## src/design/pbd_pkg.sv

```systemverilog
// Package for the parallel bit extract/deposit core.
// Word geometry, stage payload structs. No dependencies.
package pbd_pkg;

  localparam int WB  = 64;             // datapath word width
  localparam int LG  = $clog2(WB);     // shift levels, also distance width
  localparam int GB  = 8;              // bits per prefix-count group
  localparam int NG  = WB / GB;        // number of groups
  localparam int LW  = $clog2(GB);     // in-group offset width
  localparam int TW  = $clog2(GB) + 1; // group total width
  localparam int LPS = 2;              // shift levels per pipeline stage
  localparam int NCS = LG / LPS;       // stages in each shift network

  typedef logic [WB-1:0] word_t;
  typedef logic [WB-1:0][LG-1:0] dist_vec_t;
  typedef logic [LG-1:0][WB-1:0] move_t;

  typedef enum logic {
    ACT_EXTRACT = 1'b0,
    ACT_DEPOSIT = 1'b1
  } action_t;

  // Payload through the compress network
  typedef struct packed {
    action_t   act;
    word_t     occ;   // occupied positions (mask bits as they move)
    word_t     dat;   // extract: data being packed; deposit: raw value
    dist_vec_t shamt; // remaining right-shift distance per position
    move_t     mv;    // per-level move bitmaps, replayed by expand
  } cmp_t;

  // Payload through the expand network
  typedef struct packed {
    action_t act;
    word_t   dat;
    move_t   mv;
  } exp_t;

endpackage

```

## src/design/pbd_req_if.sv

```systemverilog
// Request channel for the bit extract/deposit core.
// Depends on pbd_pkg.
interface pbd_req_if import pbd_pkg::*; ();
  logic  valid;
  logic  ready;
  logic  action;
  word_t value;
  word_t mask;

  modport source (output valid, action, value, mask, input ready);
  modport sink   (input valid, action, value, mask, output ready);
endinterface

```

## src/design/pbd_rsp_if.sv

```systemverilog
// Result channel for the bit extract/deposit core.
// Depends on pbd_pkg.
interface pbd_rsp_if import pbd_pkg::*; ();
  logic  valid;
  logic  ready;
  word_t result;

  modport source (output valid, result, input ready);
  modport sink   (input valid, result, output ready);
endinterface

```

## src/design/pbd_prefix.sv

```systemverilog
// Two pipeline stages: per-position count of clear mask bits below it.
// Depends on pbd_pkg.
module pbd_prefix import pbd_pkg::*; (
  input  logic       clk,
  input  logic [1:0] ld,
  input  logic       act,
  input  word_t      val,
  input  word_t      msk,
  output cmp_t       q
);

  logic                       act1;
  word_t                      val1;
  word_t                      msk1;
  logic [NG-1:0][GB-1:0][LW-1:0] loc_next, loc1;
  logic [NG-1:0][TW-1:0]      tot_next, tot1;
  cmp_t                       q_next;

  // stage 1: in-group zero counts
  always_comb begin
    logic [TW-1:0] cnt;
    cnt = '0;
    for (int g = 0; g < NG; g++) begin
      cnt = '0;
      for (int b = 0; b < GB; b++) begin
        loc_next[g][b] = cnt[LW-1:0];
        cnt = cnt + {{(TW-1){1'b0}}, ~msk[g*GB+b]};
      end
      tot_next[g] = cnt;
    end
  end

  always_ff @(posedge clk) begin
    if (ld[0]) begin
      act1 <= act;
      val1 <= val;
      msk1 <= msk;
      loc1 <= loc_next;
      tot1 <= tot_next;
    end
  end

  // stage 2: group offsets plus in-group counts
  always_comb begin
    logic [LG-1:0] off;
    off = '0;
    q_next.act = action_t'(act1);
    q_next.occ = msk1;
    q_next.dat = act1 ? val1 : (val1 & msk1);
    q_next.mv  = '0;
    for (int g = 0; g < NG; g++) begin
      for (int b = 0; b < GB; b++) begin
        q_next.shamt[g*GB+b] = off + {{(LG-LW){1'b0}}, loc1[g][b]};
      end
      off = off + {{(LG-TW){1'b0}}, tot1[g]};
    end
  end

  always_ff @(posedge clk) begin
    if (ld[1]) begin
      q <= q_next;
    end
  end

endmodule

```

## src/design/pbd_compress.sv

```systemverilog
// One compress stage: LPS right-shift levels, low level first.
// Records move bitmaps for the expand network. Depends on pbd_pkg.
module pbd_compress import pbd_pkg::*; #(
  parameter int LVL_LO = 0
) (
  input  logic clk,
  input  logic ld,
  input  cmp_t d,
  output cmp_t q
);

  cmp_t q_next;

  always_comb begin
    cmp_t c;
    cmp_t n;
    int   j;
    int   s;
    logic stay;
    logic arr;
    c = d;
    n = d;
    for (int k = 0; k < LPS; k++) begin
      j = LVL_LO + k;
      s = 1 << j;
      n = c;
      for (int p = 0; p < WB; p++) begin
        n.mv[j][p] = c.occ[p] & c.shamt[p][j];
        stay = c.occ[p] & ~c.shamt[p][j];
        if (p + s < WB) begin
          arr = c.occ[p+s] & c.shamt[p+s][j];
          n.shamt[p] = arr ? c.shamt[p+s] : c.shamt[p];
          n.dat[p]  = (c.act == ACT_DEPOSIT) ? c.dat[p]
                    : ((stay & c.dat[p]) | (arr & c.dat[p+s]));
        end else begin
          arr = 1'b0;
          n.dat[p] = (c.act == ACT_DEPOSIT) ? c.dat[p] : (stay & c.dat[p]);
        end
        n.occ[p] = stay | arr;
      end
      c = n;
    end
    q_next = c;
  end

  always_ff @(posedge clk) begin
    if (ld) begin
      q <= q_next;
    end
  end

endmodule

```

## src/design/pbd_expand.sv

```systemverilog
// One expand stage: replays LPS compress levels in reverse, shifting left.
// Depends on pbd_pkg.
module pbd_expand import pbd_pkg::*; #(
  parameter int LVL_HI = 5
) (
  input  logic clk,
  input  logic ld,
  input  exp_t d,
  output exp_t q
);

  exp_t q_next;

  always_comb begin
    word_t x;
    word_t tgt;
    int    j;
    int    s;
    x = d.dat;
    for (int k = 0; k < LPS; k++) begin
      j   = LVL_HI - k;
      s   = 1 << j;
      tgt = d.mv[j] >> s;
      if (d.act == ACT_DEPOSIT) begin
        x = (x & ~tgt) | ((x & tgt) << s);
      end
    end
    q_next     = d;
    q_next.dat = x;
  end

  always_ff @(posedge clk) begin
    if (ld) begin
      q <= q_next;
    end
  end

endmodule

```

## src/design/parallel_bit_extract_deposit_core.sv

```systemverilog
// Top level of the parallel bit extract/deposit core.
// Depends on pbd_pkg, pbd_req_if, pbd_rsp_if, pbd_prefix, pbd_compress, pbd_expand.
//
//   channel | dir | fields                 | notes
//   --------+-----+------------------------+-----------------------------------
//   req     | in  | action, value, mask    | action 0 = extract, 1 = deposit
//   rsp     | out | result                 | one result per request, in order
//
// Flow: one request per cycle sustained while rsp.ready is high; the accepting edge loads stage 1
//   of 8 (2 prefix-count, 3 compress, 3 expand), and rsp.valid rises once the item reaches stage 8.
// Reset: rst clears only the stage valid bits; payload registers are not reset.
// Stalls: each stage loads when it is empty or the stage after it moves, so
//   bubbles are squeezed out and req.ready stays high while any stage is free.
module parallel_bit_extract_deposit_core import pbd_pkg::*; #(
  parameter int WORD_BITS = 64
) (
  input  logic        clk,
  input  logic        rst,
  pbd_req_if.sink     req,
  pbd_rsp_if.source   rsp
);

  localparam int    NS        = 2 + 2 * NCS;  // total pipeline stages
  localparam int    ACT_BITS  = (WORD_BITS > WB) ? WB : WORD_BITS;  // wider acts as WB
  localparam word_t WORD_MASK = {WB{1'b1}} >> (WB - ACT_BITS);

  logic [NS-1:0] v;      // stage valid bits
  logic [NS:0]   rdy;    // stage k may load
  logic [NS-1:0] vin;    // valid presented to each stage

  cmp_t cst [0:NCS];
  exp_t est [0:NCS];

  // Ready ripples back from the result port; an empty stage always loads.
  assign rdy[NS] = rsp.ready;
  for (genvar k = 0; k < NS; k++) begin : g_rdy
    assign rdy[k] = ~v[k] | rdy[k+1];
  end

  assign vin = {v[NS-2:0], req.valid};

  always_ff @(posedge clk) begin
    if (rst) begin
      v <= '0;
    end else begin
      for (int k = 0; k < NS; k++) begin
        if (rdy[k]) begin
          v[k] <= vin[k];
        end
      end
    end
  end

  assign req.ready = rdy[0];

  // Zero-count prefix: distance each mask bit travels when packed low.
  pbd_prefix u_prefix (
    .clk (clk),
    .ld  (rdy[1:0]),
    .act (req.action),
    .val (req.value & WORD_MASK),
    .msk (req.mask & WORD_MASK),
    .q   (cst[0])
  );

  // Compress network, low shift levels first. Extract packs the data here;
  // deposit only packs the mask to learn the moves.
  for (genvar g = 0; g < NCS; g++) begin : g_cmp
    pbd_compress #(.LVL_LO(g * LPS)) u_cmp (
      .clk (clk),
      .ld  (rdy[2+g]),
      .d   (cst[g]),
      .q   (cst[g+1])
    );
  end

  // Deposit keeps only the low popcount(mask) value bits, which the packed
  // occupancy marks exactly, then runs the compress moves backwards.
  assign est[0].act = cst[NCS].act;
  assign est[0].dat = (cst[NCS].act == ACT_DEPOSIT) ? (cst[NCS].dat & cst[NCS].occ)
                                                    : cst[NCS].dat;
  assign est[0].mv  = cst[NCS].mv;

  for (genvar g = 0; g < NCS; g++) begin : g_exp
    pbd_expand #(.LVL_HI(LG - 1 - g * LPS)) u_exp (
      .clk (clk),
      .ld  (rdy[2+NCS+g]),
      .d   (est[g]),
      .q   (est[g+1])
    );
  end

  assign rsp.valid  = v[NS-1];
  assign rsp.result = est[NCS].dat & WORD_MASK;

  // After the compress network the occupied positions form a block at the low end.
  a_occ_packed: assert property (@(posedge clk) disable iff (rst)
    v[1+NCS] |-> ((cst[NCS].occ & (cst[NCS].occ + 1'b1)) == '0))
    else $error("compressed occupancy not packed low");

  // Extracted data never sits outside the packed occupancy.
  a_ext_confined: assert property (@(posedge clk) disable iff (rst)
    (v[1+NCS] && (cst[NCS].act == ACT_EXTRACT)) |-> ((cst[NCS].dat & ~cst[NCS].occ) == '0))
    else $error("extract data outside occupied positions");

  // Items in flight change only by requests taken and results delivered.
  a_inflight: assert property (@(posedge clk) disable iff (rst)
    1'b1 |=> ($countones(v) == $past($countones(v))
                              + int'($past(req.valid & req.ready))
                              - int'($past(rsp.valid & rsp.ready))))
    else $error("pipeline dropped or duplicated an item");

endmodule
```

## src/flat_wrapper.sv

```systemverilog
// flat-port wrapper written by rule: the top's interface ports become plain ports
module parallel_bit_extract_deposit_core_flat import pbd_pkg::*;
#(
  parameter int WORD_BITS = 64
)
  (clk, rst, req_valid, req_action, req_value, req_mask, req_ready, rsp_valid, rsp_result, rsp_ready);
  pbd_req_if req_i ();
  pbd_rsp_if rsp_i ();
  input  logic clk;
  input  logic rst;
  input wire logic [$bits(req_i.valid)-1:0] req_valid;
  input wire logic [$bits(req_i.action)-1:0] req_action;
  input wire logic [$bits(req_i.value)-1:0] req_value;
  input wire logic [$bits(req_i.mask)-1:0] req_mask;
  output wire logic [$bits(req_i.ready)-1:0] req_ready;
  output wire logic [$bits(rsp_i.valid)-1:0] rsp_valid;
  output wire logic [$bits(rsp_i.result)-1:0] rsp_result;
  input wire logic [$bits(rsp_i.ready)-1:0] rsp_ready;
  assign req_i.valid = req_valid;
  assign req_i.action = req_action;
  assign req_i.value = req_value;
  assign req_i.mask = req_mask;
  assign req_ready = req_i.ready;
  assign rsp_valid = rsp_i.valid;
  assign rsp_result = rsp_i.result;
  assign rsp_i.ready = rsp_ready;
  parallel_bit_extract_deposit_core #(.WORD_BITS(WORD_BITS)) u_core (.clk(clk), .rst(rst), .req(req_i), .rsp(rsp_i));
endmodule
```

## config.mk

```make
export PLATFORM = sky130hd
export DESIGN_NAME = parallel_bit_extract_deposit_core_flat
export DESIGN_NICKNAME = d
export VERILOG_FILES = /design/src/design/pbd_pkg.sv /design/src/design/pbd_req_if.sv /design/src/design/pbd_rsp_if.sv /design/src/design/pbd_prefix.sv /design/src/design/pbd_compress.sv /design/src/design/pbd_expand.sv /design/src/design/parallel_bit_extract_deposit_core.sv /design/src/flat_wrapper.sv
export SDC_FILE = /design/constraint.sdc
export NUM_CORES = 2
export LEC_CHECK = 0
export ABC_CLOCK_PERIOD_IN_PS = 54400
export CAP_MARGIN = 20
export CORE_MARGIN = 2
export CORE_UTILIZATION = 55
export CTS_CLUSTER_DIAMETER = 30
export DETAILED_ROUTE_END_ITERATION = 8
export DONT_BUFFER_PORTS = 1
export HOLD_SLACK_MARGIN = 0.08
export PLACE_DENSITY = 0.73
export SETUP_SLACK_MARGIN = 0.5
export SLEW_MARGIN = 20
export SYNTH_ARGS = -nofsm -noshare
export SYNTH_HDL_FRONTEND = slang
export SYNTH_SLANG_ARGS = --single-unit
```

## constraint.sdc

```tcl
create_clock -name clk -period 54.4 [get_ports clk]
set_input_delay 8.16 -clock clk [delete_from_list [all_inputs] [get_ports clk]]
set_output_delay 8.16 -clock clk [all_outputs]
set_load 0.01 [all_outputs]
```

# After elaboration in Yosys (flattened, before gate mapping)
# Index checks and enable logic that the tools add are counted.
# classes
n_addsub,110
muxes,681
n_bitwise,2601
# op_table
operator,n
6-bit 2-to-1 mux,275
1-bit AND,1470
1-bit OR,650
64-bit AND,8
64-bit 2-to-1 mux,8
1-bit NOT,453
1-bit 2-to-1 mux,385
64-bit OR,6
6-bit by 3-bit adder with 6-bit output,30
4-bit by 1-bit adder with 4-bit output,28
32-bit NOT with 64-bit output,1
48-bit NOT with 64-bit output,1
56-bit NOT with 64-bit output,1
60-bit NOT with 64-bit output,1
62-bit NOT with 64-bit output,1
63-bit NOT with 64-bit output,1
63-bit AND,1
62-bit AND,1
60-bit AND,1
56-bit AND,1
48-bit AND,1
5-bit by 3-bit adder with 6-bit output,6
3-bit 2-to-1 mux,11
32-bit AND,1
14 further kinds,50
# word_totals
ff_bits,3295

# Logic depth before layout (Yosys ltp)
# logic_depth
ltp_word,9
mapped_depth,27
ltp_nobuf,25

# By module
# Synthesis repeated with hierarchy kept, for this count alone.
# unflattened
hier_cells,12114
hier_area_um2,196556.0
# by_module_without_submodules
mod,instances,cells_each,area_per_inst_um2,seq_area_each_um2
pbd_compress at u_core.g_cmp[0].u_cmp,1,2534,39233.9,26935.8
pbd_compress at u_core.g_cmp[1].u_cmp,1,2542,38354.3,26935.8
pbd_compress at u_core.g_cmp[2].u_cmp,1,2309,36132.2,26935.8
pbd_prefix,1,2315,35990.8,23242.3
pbd_expand at u_core.g_exp[2].u_exp,1,789,15469.8,13482.9
pbd_expand at u_core.g_exp[1].u_exp,1,765,15293.4,13482.9
pbd_expand at u_core.g_exp[0].u_exp,1,687,15004.4,13482.9
parallel_bit_extract_deposit_core,1,173,1077.3,160.2

# Worst setup path after synthesis
# Ideal clock, no wire load.
# synth_path
kind,input -> output
from,in rsp_ready
to,out req_ready
arrival_time_ps,21363
slack_ps,24877
path_stages,4
n_path_buf,0
cell_sequence,nor2b_1 nand2_1 nor2_1 nand4_1
# synth_between
elab_chain_cells,8
# synth_lines
item,line,rtl
from (decl),flat_wrapper.sv:18,input wire logic [$bits(rsp_i.ready)-1:0] rsp_ready;
1-bit OR (2 in a row),parallel_bit_extract_deposit_core.sv:37,assign rdy[k] = ~v[k] | rdy[k+1];
via u_core.g_exp[1].u_exp.ld,pbd_expand.sv:7,"input logic ld,"
1-bit OR (6 in a row),parallel_bit_extract_deposit_core.sv:37,
to (decl),flat_wrapper.sv:15,output wire logic [$bits(req_i.ready)-1:0] req_ready;
# The timed path passes the listed nets, and every way through them passes these cells.

# Final worst setup path
# Ends and elaborated chain as after synthesis.

==> results.md <==
- Number of unique standard cell types used by synthesis: 67
- Endpoint arrival time on the critical path: 10.46 ns
- Layout cell share with drive strength beyond 1: 0.114
- Number of nets at the end of the flow: 9058
- Antenna violations before repair: 59
- Detail Route Antenna Nets: 0
- Share of the clock period used by the worst path after layout: 0.342
- Post-DR wirelength/cell: 27.7 µm
- Synth area leaders: sky130_fd_sc_hd__edfxtp_1, sky130_fd_sc_hd__mux2i_1, sky130_fd_sc_hd__nand2_1, sky130_fd_sc_hd__ha_1, sky130_fd_sc_hd__o21ai_0
- DP HPWL: 243000 µm
- Die width: 467 µm
- Overall track demand over capacity in global routing: 0.298
- Register-to-register path setup slack: 44.70 ns
- Worst Clk Skew: 0.0606 ns
- Hold path cells: 0
- H-tree depth reported by CTS: 6
- Mean Syn Cell Area: 14.5 µm²
- Number of resized instances in the post-cts repair step: 0
- Global-route wire length before repair: 466000 µm
- Status: finished, final reports clean
- Max FO, Critical Path: 49
- Number of buffers inserted for hold repair after clock tree synthesis: 0
- Starting Density: 0.552
- Placeable core region: 214000 µm²
- Share of flip-flops with an asynchronous set or reset after synthesis: 0
- Share of synthesized area occupied by flip-flops and latches: 0.704
- Number of cells produced by synthesis: 8174
- Number of sinks handled by clock tree synthesis: 2773
- Ys flop type: sky130_fd_sc_hd__edfxtp_1
- Depth of the worst register-to-register path: 26
- Insertion delay to the later sink of the worst-skew pair: 0.96 ns
- Minimum clock period: 18.62 ns
- Source of the worst hold timing path: u_core.g_cmp[1].u_cmp.q[221]
- Number of port buffers: 0
- Crit Path Class: input port to primary output
- DRC violation count after routing: 0
- Maximum number of buffers from clock root to sink: 4
- First-pass detailed-route iteration total: 8
- Setup fix buffers added after clock tree synthesis: 0
- Total placed instance area: 121000 µm²
- Cell with the most instances after synthesis: sky130_fd_sc_hd__edfxtp_1
- Beginning of the worst register-to-register path: u_core.u_prefix.tot1[0]
- Hold violation total from the final report: 0
- Post-synth EDFFs: 2765
- Unrepaired setup endpoints after global routing: no
- Std cell rows: 170
- Per-cell via count in the routed design: 6.05
- Final setup fails: 0
- Die area: 219000 µm²
- Max-capacitance violation count: 0
- Highest achievable clock rate: 0.0537 GHz
- End point of the worst hold path: u_core.g_cmp[2].u_cmp.q[221]
- Vias: 71900
- Sort of element at the start of the critical path: input port
- Number of buffers created by CTS: 544
- Clock transition at the registers of the reported paths: 0.05 ns
- Synth Register Bits: 2773
- Design area: 140000 µm²
- Relative slew slack: 0.206
- Cell at the root of the clock tree: sky130_fd_sc_hd__clkbuf_16
- Endpoint class of the critical path: primary output
- Timing startpoint of the critical path: rsp_ready
- TritonCTS clock tree: built
- Pin count of the biggest net entering global routing: 183
- Critical Path RT: 46.24 ns
- Final wirelength: 329000 µm
- Yosys synthesis warning count: 0
- Height of the chip: 467 µm
- DRC violation total after the first TritonRoute iteration: 10400
- Via count of the first global-routing pass: 68800
- Grt ovf: 0
- Final-layout setup total negative slack: 0 ns
- Capture instance of the worst register-to-register path: u_core.u_prefix.q[749]
- Leading area contributor after synthesis: sky130_fd_sc_hd__edfxtp_1
- Max-slew violation total from the final report: 0
- Number of top-level pins: 199
- Most instantiated cells after synthesis: sky130_fd_sc_hd__edfxtp_1, sky130_fd_sc_hd__nand2_1, sky130_fd_sc_hd__mux2i_1, sky130_fd_sc_hd__inv_1, sky130_fd_sc_hd__o21ai_0
- Least-Margin Pin Slew: 1.19 ns
- Share of the synthesized area in the top cell type: 0.703
- Net count of the mapped netlist: 8626
- Post-synth design cell area: 118000 µm²
- GPL Wtd Cong: 0.980
- Type of the worst min-delay path: flop to flop
- Area added between synthesis and finish: 18.1%
[state kept, by name, summed over array words and instances (netlist names), 8 cells and up]
| register | flops |
|---|---|
| u_core.g_cmp.u_cmp.q | 1431 |
| u_core.g_exp.u_exp.q | 560 |
| u_core.u_prefix.loc1 | 144 |
| u_core.u_prefix.msk1 | 64 |
| u_core.u_prefix.q | 473 |
| u_core.u_prefix.tot1 | 28 |
| u_core.u_prefix.val1 | 64 |
| u_core.v | 8 |
[final cells by class]
cell class | count | area [µm²]
Clock buffer | 615 | 14300
Sequential cell | 2773 | 83200
Fill cell | 14900 | 74500
Antenna cell | 9 | 22.5
Inverter | 486 | 1840
Clock inverter | 346 | 3750
Tap cell | 2838 | 3550
Multi-Input combinational cell | 4730 | 32300
Timing Repair Buffer | 71 | 574
[cell usage in the layout (no fill, tap or decap), drive strengths merged, types with 71 or more instances in the layout]
master,netlist,routed
ha,255,255
o21a,122,122
edfxtp,2765,2765
nor2b,203,203
o21ai,476,476
nand2,895,895
and3,124,124
a21oi,310,310
buf,74,71
mux2i,584,584
nor2,363,363
a31oi,87,87
a32oi,142,142
inv,480,548
xor2,102,102
a22oi,97,97
xnor2,149,149
clkinv,6,169
o221ai,92,92
o22ai,109,109
nand2b,150,150
clkbuf,111,615
[logic make-up after synthesis]
| kind of cell | count (synthesis) | share of synthesized area |
|---|---|---|
| adders and majority gates | 319 | 0.0379 |
| xor gates and xnor gates | 252 | 0.0197 |
| buffers and inverters | 671 | 0.0235 |
| AOI/OAI and AO/OA | 1582 | 0.0854 |
| DFF | 2773 | 0.704 |
| muxes | 596 | 0.0506 |
| and+or+nand+nor | 1981 | 0.0788 |
[worst max-delay path, cell delays in order]
cell                      delay [ns]
sky130_fd_sc_hd__nor2b_1        0.35
sky130_fd_sc_hd__nand2_4        0.44
sky130_fd_sc_hd__nor2_1         0.87
sky130_fd_sc_hd__nand4_1        0.20
sky130_fd_sc_hd__buf_4          0.33
[how the worst max path moves through the flow]
| stage | end | cells past startpoint |
|---|---|---|
| floorplan | req_ready | 4 |
| global placement | req_ready | 5 |
| detailed placement | req_ready | 5 |
| CTS | req_ready | 5 |
| global route | req_ready | 5 |
| finish | req_ready | 5 |
[through the flow]
stage          setup WS, ns  hold slack [ns]  utilization  instances
3_5_place_dp          35.77            0.405        0.567      10900
3_3_place_gp          35.85            0.400        0.567      10900
2_1_floorplan         24.88            0.400            -       8174
6_report              35.78            0.385        0.652      11900
5_1_grt               35.56            0.401        0.652      11900
4_1_cts               35.74            0.385        0.652      11900
[routing by layer]
metal	track usage	share of wire	up-vias
met2	0.423	0.43	3997
met4	0.0870	0.025	10
li1	-	-	31800
met1	0.446	0.42	35500
met5	0	0.00019	-
met3	0.0886	0.12	536
Power is left out: the tool's default activity adds up to more than one toggle a clock period on the data nets, which glitch-free logic cannot reach.
